`config.mk`:
```
export PLATFORM = sky130hd
export DESIGN_NAME = record_exchange_sort
export DESIGN_NICKNAME = d
export VERILOG_FILES = /design/src/hw/rtl/rxs_pkg.sv /design/src/hw/rtl/record_exchange_sort.sv
export SDC_FILE = /design/constraint.sdc
export NUM_CORES = 2
export LEC_CHECK = 0
export BUFFER_PORTS_ARGS = -buffer_cell sky130_fd_sc_hd__clkbuf_2
export CAP_MARGIN = 20
export CORE_ASPECT_RATIO = 0.5
export CORE_MARGIN = 2
export CORE_UTILIZATION = 30
export CTS_BUF_LIST = sky130_fd_sc_hd__clkbuf_8
export DETAILED_ROUTE_END_ITERATION = 7
export PLACE_DENSITY = 0.57
export SLEW_MARGIN = 10
export SYNTH_ARGS = -nofsm -noshare
export SYNTH_HDL_FRONTEND = slang
export SYNTH_SLANG_ARGS = --single-unit
```
`constraint.sdc`:
```
create_clock -name i_clk -period 9.1 [get_ports i_clk]
set_input_delay 1.82 -clock i_clk [delete_from_list [all_inputs] [get_ports i_clk]]
set_output_delay 1.82 -clock i_clk [all_outputs]
set_load 0.02 [all_outputs]
```
`src/hw/rtl/rxs_pkg.sv`:
```
// shared types, constants and helper functions for the record exchange sort
package rxs_pkg;

    // record field widths and store sizing
    localparam int ROLL_W          = 16;
    localparam int MARK_W          = 7;
    localparam int KEY_W           = 10;
    localparam int SUBJECTS        = 6;
    localparam int DEF_MAX_RECORDS = 64;

    // mark ceiling and class limits on the total (percentages 80/60/40)
    localparam logic [MARK_W-1:0] MARK_MAX     = MARK_W'(100);
    localparam logic [KEY_W-1:0]  LIMIT_DIST   = KEY_W'(80 * SUBJECTS);
    localparam logic [KEY_W-1:0]  LIMIT_FIRST  = KEY_W'(60 * SUBJECTS);
    localparam logic [KEY_W-1:0]  LIMIT_SECOND = KEY_W'(40 * SUBJECTS);

    // class codes
    typedef enum logic [1:0] {
        CLASS_DIST   = 2'd0,
        CLASS_FIRST  = 2'd1,
        CLASS_SECOND = 2'd2,
        CLASS_FAIL   = 2'd3
    } t_class;

    // input word
    typedef struct packed {
        logic [ROLL_W-1:0] roll_number;
        logic [MARK_W-1:0] mark_a;
        logic [MARK_W-1:0] mark_b;
        logic [MARK_W-1:0] mark_c;
        logic [MARK_W-1:0] mark_d;
        logic [MARK_W-1:0] mark_e;
        logic [MARK_W-1:0] mark_f;
        logic              last_record;
    } t_in_word;

    // output word
    typedef struct packed {
        logic [ROLL_W-1:0] sorted_roll;
        logic [KEY_W-1:0]  sorted_total;
        logic [1:0]        class_code;
        logic              final_result;
    } t_out_word;

    // one store entry
    typedef struct packed {
        logic [ROLL_W-1:0] roll;
        logic [KEY_W-1:0]  key;
    } t_entry;

    // sequencer states
    typedef enum logic [2:0] {
        S_LOAD,
        S_START,
        S_HOLD,
        S_SCAN,
        S_PUT,
        S_EMIT_RD,
        S_EMIT_LD,
        S_EMIT_WAIT
    } t_state;

    // clip a mark to the top of its range
    function automatic logic [MARK_W-1:0] sat_mark(input logic [MARK_W-1:0] m);
        sat_mark = (m > MARK_MAX) ? MARK_MAX : m;
    endfunction

    // class code from a total
    function automatic t_class class_of(input logic [KEY_W-1:0] total);
        if (total >= LIMIT_DIST) begin
            class_of = CLASS_DIST;
        end else if (total >= LIMIT_FIRST) begin
            class_of = CLASS_FIRST;
        end else if (total >= LIMIT_SECOND) begin
            class_of = CLASS_SECOND;
        end else begin
            class_of = CLASS_FAIL;
        end
    endfunction

endpackage

```
`src/hw/rtl/record_exchange_sort.sv`:
```
// record store with exchange sort over a single compare unit and ordered read-out
// load: one record per cycle, input accepted in every cycle while loading
// sort: runs for n >= 2 stored records, one compare per cycle,
//   set by the single read and single write port of the record store
// emit: words in ascending order of total, each held while stalled; the next is read once it is taken
// reset (synchronous, active low) clears the sequencer, record count and output valid;
//   store contents are not cleared
module record_exchange_sort
    import rxs_pkg::*;
#(
    parameter int MAX_RECORDS = DEF_MAX_RECORDS
) (
    input  logic      i_clk,
    input  logic      i_rst_n,
    input  logic      i_in_valid,
    input  t_in_word  i_in_word,
    output logic      o_in_stall,
    output logic      o_out_valid,
    output t_out_word o_out_word,
    input  logic      i_out_stall
);

    localparam int AW = $clog2(MAX_RECORDS);
    localparam int CW = $clog2(MAX_RECORDS + 1);

    // registers
    t_state          r_state, n_state;
    logic [CW-1:0]   r_count, n_count;
    logic [CW-1:0]   r_i, n_i;
    logic [CW-1:0]   r_j, n_j;
    logic [AW-1:0]   r_jp, n_jp;
    logic [CW-1:0]   r_k, n_k;
    t_entry          r_cur, n_cur;
    t_out_word       r_out, n_out;
    logic            r_out_valid, n_out_valid;

    // record store, one write and one registered read per cycle
    t_entry          r_mem [MAX_RECORDS];
    t_entry          r_rd;
    logic            mem_we;
    logic [AW-1:0]   mem_wa;
    t_entry          mem_wd;
    logic [AW-1:0]   mem_ra;

    logic            in_acc;
    logic [KEY_W-1:0] in_total;
    logic [CW-1:0]   i_inc;
    logic [CW-1:0]   i_inc2;
    logic [CW-1:0]   k_inc;
    logic            more_pass;
    logic            swap;

    assign in_acc = i_in_valid && !o_in_stall;

    // sum of clipped marks
    assign in_total = KEY_W'(sat_mark(i_in_word.mark_a)) + KEY_W'(sat_mark(i_in_word.mark_b))
                    + KEY_W'(sat_mark(i_in_word.mark_c)) + KEY_W'(sat_mark(i_in_word.mark_d))
                    + KEY_W'(sat_mark(i_in_word.mark_e)) + KEY_W'(sat_mark(i_in_word.mark_f));

    assign i_inc     = r_i + CW'(1);
    assign i_inc2    = r_i + CW'(2);
    assign k_inc     = r_k + CW'(1);
    assign more_pass = (CW + 1)'(i_inc2) < (CW + 1)'(r_count);
    assign swap      = r_cur.key >= r_rd.key;

    // next state
    always_comb begin
        n_state = r_state;
        case (r_state)
            S_LOAD: begin
                if (in_acc && i_in_word.last_record) begin
                    n_state = S_START;
                end
            end
            S_START: begin
                n_state = (r_count > CW'(1)) ? S_HOLD : S_EMIT_LD;
            end
            S_HOLD: begin
                n_state = S_SCAN;
            end
            S_SCAN: begin
                if (r_j >= r_count) begin
                    n_state = S_PUT;
                end
            end
            S_PUT: begin
                n_state = more_pass ? S_HOLD : S_EMIT_RD;
            end
            S_EMIT_RD: begin
                n_state = S_EMIT_LD;
            end
            S_EMIT_LD: begin
                n_state = S_EMIT_WAIT;
            end
            S_EMIT_WAIT: begin
                if (!i_out_stall) begin
                    n_state = r_out.final_result ? S_LOAD : S_EMIT_LD;
                end
            end
            default: begin
                n_state = S_LOAD;
            end
        endcase
    end

    // datapath and store control
    always_comb begin
        n_count     = r_count;
        n_i         = r_i;
        n_j         = r_j;
        n_jp        = r_jp;
        n_k         = r_k;
        n_cur       = r_cur;
        n_out       = r_out;
        n_out_valid = r_out_valid;
        mem_we      = 1'b0;
        mem_wa      = '0;
        mem_wd      = r_cur;
        mem_ra      = '0;
        case (r_state)
            // store incoming records while there is room
            S_LOAD: begin
                n_i = '0;
                n_j = CW'(1);
                if (in_acc && (r_count < CW'(MAX_RECORDS))) begin
                    mem_we      = 1'b1;
                    mem_wa      = r_count[AW-1:0];
                    mem_wd.roll = i_in_word.roll_number;
                    mem_wd.key  = in_total;
                    n_count     = r_count + CW'(1);
                end
            end
            // fetch entry 0
            S_START: begin
                mem_ra = '0;
                n_k    = '0;
            end
            // entry i is taken into the held register at the start of the pass
            S_HOLD: begin
                n_cur  = r_rd;
                mem_ra = r_j[AW-1:0];
                n_jp   = r_j[AW-1:0];
                n_j    = r_j + CW'(1);
            end
            // compare held entry against entry j, swap on greater or equal
            S_SCAN: begin
                if (swap) begin
                    mem_we = 1'b1;
                    mem_wa = r_jp;
                    mem_wd = r_cur;
                    n_cur  = r_rd;
                end
                if (r_j < r_count) begin
                    mem_ra = r_j[AW-1:0];
                    n_jp   = r_j[AW-1:0];
                    n_j    = r_j + CW'(1);
                end
            end
            // write back the minimum to entry i and start the next pass, if any
            S_PUT: begin
                mem_we = 1'b1;
                mem_wa = r_i[AW-1:0];
                mem_wd = r_cur;
                mem_ra = i_inc[AW-1:0];
                n_i    = i_inc;
                n_j    = i_inc2;
            end
            S_EMIT_RD: begin
                mem_ra = '0;
            end
            // load the output word from the store
            S_EMIT_LD: begin
                n_out.sorted_roll  = r_rd.roll;
                n_out.sorted_total = r_rd.key;
                n_out.class_code   = class_of(r_rd.key);
                n_out.final_result = (k_inc == r_count);
                n_out_valid        = 1'b1;
            end
            // wait for the word to be taken
            S_EMIT_WAIT: begin
                if (!i_out_stall) begin
                    n_out_valid = 1'b0;
                    n_k         = k_inc;
                    mem_ra      = k_inc[AW-1:0];
                    if (r_out.final_result) begin
                        n_count = '0;
                    end
                end
            end
            default: begin
                n_out_valid = 1'b0;
            end
        endcase
    end

    // control registers
    always_ff @(posedge i_clk) begin
        if (!i_rst_n) begin
            r_state     <= S_LOAD;
            r_count     <= '0;
            r_out_valid <= 1'b0;
        end else begin
            r_state     <= n_state;
            r_count     <= n_count;
            r_out_valid <= n_out_valid;
        end
    end

    // payload registers
    always_ff @(posedge i_clk) begin
        r_i   <= n_i;
        r_j   <= n_j;
        r_jp  <= n_jp;
        r_k   <= n_k;
        r_cur <= n_cur;
        r_out <= n_out;
    end

    // record store
    always_ff @(posedge i_clk) begin
        if (mem_we) begin
            r_mem[mem_wa] <= mem_wd;
        end
        r_rd <= r_mem[mem_ra];
    end

    assign o_in_stall  = (r_state != S_LOAD);
    assign o_out_valid = r_out_valid;
    assign o_out_word  = r_out;

endmodule

```
# --- After elaboration in Yosys (flattened, before gate mapping) ---
# Memory sizes are Yosys's and may differ from the RTL's. A register that Yosys moved wholly into a read port is not among the register bits.
# Cells that the tools add are included.
word_totals:
  input_bits: 63
  memories: 1
  regBits: 93
  word_cells: 118
  ramBits: 1664
mem_list:
  columns: ["memory", "words", "width", "rd", "rd_ports_with_merged_regs", "wr", "line", "rtl"]
  rows:
  - ["r_mem", 64, 26, 1, 1, 1, "record_exchange_sort.sv:38", "t_entry r_mem [MAX_RECORDS];"]
classes:
  reduce_logical: 20
  magnitude_cmp: 15
  add_sub_neg: 10
  n_eq_ne: 15
  muxes: 43
op_table:
  columns: ["op", "count"]
  rows:
  - ["2-to-1 mux 26 bit", 3]
  - ["2-to-1 mux 7 bit", 11]
  - ["case mux 26 bit (2 select lines)", 1]
  - ["> comparator 7 bit, second input constant", 6]
  - ["case mux 7 bit (2 select lines)", 3]
  - ["2-to-1 mux 6 bit", 5]
  - ["adder 7 x 1 -> 7 bit, second input constant", 4]
  - ["case mux 7 bit (4 select lines)", 1]
  - ["case mux 3 bit (8 select lines)", 1]
  - ["case mux 6 bit (4 select lines)", 1]
  - ["adder 10 x 7 -> 10 bit", 2]
  - [">= comparator 10 x 9 -> 1 bit, second input constant", 2]
  - ["2-to-1 mux 3 bit", 6]
  - ["case mux 6 bit (3 select lines)", 1]
  - ["< comparator 7 bit", 2]
  - ["!= test 2 bit, second input constant", 7]
  - ["equality test 3 bit, second input constant", 4]
  - ["case mux 6 bit (2 select lines)", 1]
  - ["adder 9 x 7 -> 10 bit", 1]
  - [">= comparator 10 bit", 1]
  - [">= comparator 10 x 8 -> 1 bit, second input constant", 1]
  - ["AND reduction 2 bit", 5]
  - ["nonzero test 2 bit", 5]
  - ["adder 8 x 7 -> 9 bit", 1]
  - ["other kinds (19)", 28]

# --- Logic depth before layout (Yosys ltp) ---
logic_depth:
  depth_word: 9
  mapped_depth: 19

# --- Worst setup path before layout ---
# Ideal clock, no wire load.
synth_timing:
  path_type: "input to register"
  start: "in i_in_word[8] in the netlist's numbering"
  end: "mem r_mem[0][8] in the netlist's numbering, data pin"
  t_arrival_ps: 7887
  setup_time_ps: 701
  path_slack_ps: 512
  path_buffers: 0
  stages: 19
  cell_sequence: "o21a_1 > o311ai_0 > nor2b_1 > fa_1 > inv_1 > fa_1 > inv_1 > fa_1 > inv_1 > ha_1 > inv_1 > fa_1 > nor2b_1 > o21ai_0 > nand2b_1 > a21o_1 > a21oi_1 > xor2_1 > o21ai_0"
synth_lines:
  columns: ["element", "line", "rtl"]
  rows:
  - ["from (decl)", "record_exchange_sort.sv:16", "input t_in_word i_in_word,"]
  - ["to (decl)", "record_exchange_sort.sv:38", null]

==> metrics.md <==
| Metric | Value |
|---|---|
| Routed wire length | `217 mm` |
| Relative slew margins | `23.8%` |
| Post-DP HPWL | `115 mm` |
| Maximum clock insertion buffer count | `4` |
| Worst r2r dst | `r_mem[30][2]` |
| Max Freq | `0.158 GHz` |
| Ordered cell list for the critical path | `clkbuf_2 > o21a_1 > o311ai_0 > and2_1 > fa_1 > fa_1 > inv_1 > fa_1 > inv_1 > ha_1 > a21o_1 > a21o_1 > a21o_1 > a21oi_1 > xor2_1 > o21ai_4 > buf_4` |
| Mean Syn Cell Area | `13.4 um^2` |
| Worst R2R Path Depth | `8` |
| PortBufs | `93` |
| Full die area | `244,000 um^2` |
| H-tree levels | `5` |
| Startpoint types | `input port` |
| Post-route minimum period | `6340 ps` |
| Maxcap violations | `0` |
| Hold Crit Class | `register to register` |
| Psw | `0.00474 W` |
| Total gr overflow | `0` |
| CP Class | `input port to register` |
| Adder-cell share of the synthesized area | `1.41%` |
| Post-CTS Setup Inserts | `0` |
| Synth Area in XOR/XNOR | `0.438%` |
| DR pass1 iterations | `6` |
| P_int | `0.0135 W` |
| Max Slew Vio Count | `0` |
| Tot GR Track Use | `17.2%` |
| Die width | `696 um` |
| R2r setup slk | `3460 ps` |
| Netlist cell types | `72` |
| Post-synth ARST share | `0%` |
| Crit path DAT | `7160 ps` |
| DRT iter0 DRCs | `5,356` |
| Flops & latches, synth | `1,783` |
| Leakage | `27.3 nW` |
| Fin. Hold Viols | `0` |
| Clk_lat worst skew | `1050 ps` |
| Cell count along the critical path | `17` |
| Sum of negative setup slack | `0 ps` |
| Mux cell area share after synthesis | `2.46%` |
| Min Hold Slack | `427 ps` |
| Worst path bufs/invs | `4` |
| Switch share | `26.0%` |
| Status | `complete, no violations` |
| DR vias | `46,300` |
| Top cell family by delay on the critical path | `compound AO/OA/AOI/OAI gates` |
| Critical path origin | `i_in_word[1]` |
| Clk slew on worst S/H paths | `60 ps` |
| Area growth, synth to finish | `14.1%` |
| Routed length per placed instance | `24.1 um` |
| Maximum vdd drop | `0.147 mV` |
| Gp weighted congestion | `0.824` |
| Mapped Nets | `5,474` |
| Vias in the first global route | `43,600` |
| RSZ-0062 raised after global routing | `false` |
| Remaining DRCs | `0` |
| Largest net degree at the start of global routing | `144` |
| Synth Warn # | `0` |
| TritonCTS buffer count | `299` |
| # hold bufs at CTS | `0` |
| Worst Skew | `67.9 ps` |
| Clock share of power | `35.2%` |
| Sequential share of the synthesized area | `73.9%` |
| Drt via density | `5.15` |
| Data required time of the worst path | `9920 ps` |
| Commonest register cell after synthesis | `edfxtp_1` |
| Worst Tran Pin Value | `1140 ps` |
| Util after Layout | `34.3%` |
| Slowest CP cell | `o21ai_4` |
| RR Startpoint | `r_state[0]` |
| Die Span Y | `350 um` |
| Share of layout cells above drive strength 1 | `14.0%` |
| Max incr delay on CP | `810 ps` |
| Crit end category | `register` |
| Antenna violations before repair | `16` |
| First-pass GRT wire length | `309 mm` |
| Core ar. | `239,000 um^2` |
| Post-Synth Simple-Gate Area | `13.5%` |
| Io pins | `94` |
| Dpl cells | `8,484` |
| Post-CTS sizing | `0` |
| Synth Instances | `5,347` |
| CTS root buf | `clkbuf_8` |
| Fraction of the mapped netlist area in compound gates | `5.82%` |
| Synth Cell Area | `71,900 um^2` |
| FP Rows | `127` |
| Worst setup path end | `r_mem[19][7]` |
| Final setup violation count | `0` |
| CP max FO | `39` |
| Starting Density | `30.1%` |
| Post-route insts no fill | `8,990` |
| Routed Antenna Nets | `0` |
| Clock Sinks | `1,783` |
| Main combinational cell family by area after synthesis | `simple AND/OR/NAND/NOR gates` |
| CTS tree | `done` |
| Net count, final | `5,688` |
| PwrDens | `222 nW/um^2` |
| Fin crit share | `69.7%` |
| Filler instances | `23,300` |
| Part of the power in registers | `53.8%` |
| Post-synth EDFFs | `1,746` |
| Logic pwr share | `10.9%` |
-- layer usage --
| metal | vias to the layer above | wire [um] | GRT usage (%) |
|---|---|---|---|
| li1 | 20200 | - | - |
| met1 | 23600 | 92400 | 24.0 |
| met2 | 2111 | 101000 | 27.6 |
| met3 | 397 | 17300 | 2.62 |
| met4 | 6 | 5790 | 5.56 |
| met5 | - | 35 | 0 |
-- cells by family after synthesis --
family,Yosys count
simple gates,2222
flops,1783
compound gates,690
buf+inv,388
mux,164
fa+ha+maj,64
xor+xnor,36
-- final cells by class --
type | instances | area, um^2 | share of cell area (%)
antenna | 12 | 30.0 | 0.0366
clock buffer | 318 | 4380 | 5.33
clock inverter | 175 | 791 | 0.964
inverter | 64 | 240 | 0.293
multi-input combinational | 3176 | 17700 | 21.6
sequential | 1783 | 53200 | 64.8
tap | 3225 | 4040 | 4.92
timing repair buffer | 237 | 1690 | 2.06
-- power groups by stage --
stage | Clock [W] | Combinational, W | Sequential [W]
global route | 0.00686 | 0.00217 | 0.00980
detailed placement | 0 | 0.00198 | 0.00997
global placement | 0 | 0.00195 | 0.00998
CTS | 0.00652 | 0.00199 | 0.00980
floorplan | 0 | 0.00113 | 0.00997
finish | 0.00642 | 0.00199 | 0.00980
-- layout by cell type (no fill, tap or decap), types with 16 or more instances in the layout --
| master | netlist | routed |
|---|---|---|
| a32oi_1 | 19 | 19 |
| a22oi_1 | 30 | 30 |
| clkinv_1 | 0 | 48 |
| nor2_1 | 99 | 33 |
| buf_4 | 15 | 131 |
| xnor2_1 | 21 | 21 |
| nor2_4 | 0 | 61 |
| o2111ai_1 | 25 | 25 |
| mux2_2 | 100 | 100 |
| a21oi_1 | 179 | 178 |
| mux2i_1 | 64 | 64 |
| edfxtp_1 | 1746 | 1746 |
| clkbuf_8 | 0 | 318 |
| ha_1 | 36 | 36 |
| and2_1 | 17 | 16 |
| nand2_2 | 0 | 16 |
| inv_1 | 64 | 171 |
| nand2_1 | 1349 | 1330 |
| and3_1 | 22 | 21 |
| nand3_1 | 562 | 560 |
| fa_1 | 28 | 28 |
| a31oi_1 | 153 | 153 |
| nand4_1 | 96 | 96 |
| and4_1 | 23 | 22 |
| o21ai_1 | 28 | 27 |
| dfxtp_1 | 37 | 37 |
| o21ai_0 | 157 | 148 |
| o22ai_1 | 22 | 22 |
| clkbuf_2 | 4 | 93 |
-- flip-flops by register name (all words and copies together) (netlist names) --
name	cells
o_out_valid	1
o_out_word	29
r_count	7
r_cur	26
r_i	7
r_j	7
r_jp	6
r_k	7
r_mem	1664
r_rd	26
r_state	3
-- cell usage after synthesis (5+ instances only) --
master	instances	area, um^2
nand2b_1	11	68.8
inv_1	64	240
mux2i_1	64	641
clkbuf_1	132	495
o221ai_1	5	43.8
nor2_1	99	372
buf_6	12	135
a311oi_1	6	52.6
dfxtp_1	37	741
and2_1	17	106
buf_4	15	113
buf_1	27	101
nand2_1	1349	5060
and3_1	22	138
a32oi_1	19	166
o22ai_1	22	138
buf_2	134	671
o21a_1	7	52.6
xor2_1	15	131
o21ai_0	157	786
mux2_2	100	1130
a31oi_1	153	957
o211ai_1	10	75.1
o21ai_1	28	140
a21oi_1	179	896
nand4_1	96	601
ha_1	36	450
xnor2_1	21	184
edfxtp_1	1746	52400
a22oi_1	30	225
and4_1	23	201
fa_1	28	561
nand3_1	562	2810
o2111ai_1	25	219
a21o_1	14	105
nor2b_1	15	93.8
-- worst min path at each step --
| stage | startpoint | to | cells after the start |
|---|---|---|---|
| 3_3_place_gp | r_rd[16] | r_cur[16] | 0 |
| 2_1_floorplan | r_rd[10] | o_out_word[13] | 0 |
| 6_report | r_rd[22] | r_cur[22] | 0 |
| 3_5_place_dp | r_rd[22] | o_out_word[25] | 0 |
| 4_1_cts | r_rd[22] | o_out_word[25] | 0 |
| 5_1_grt | r_rd[22] | o_out_word[25] | 0 |
-- through the flow --
step	area (um^2)	worst slack (ps)	power (W)
2_1_floorplan	71900	512	0.0111
3_5_place_dp	76800	1770	0.0120
6_report	82000	2760	0.0182
3_3_place_gp	76800	1730	0.0119
4_1_cts	82000	2880	0.0183
5_1_grt	82000	2440	0.0188
Power figures use the tool's default switching activity.
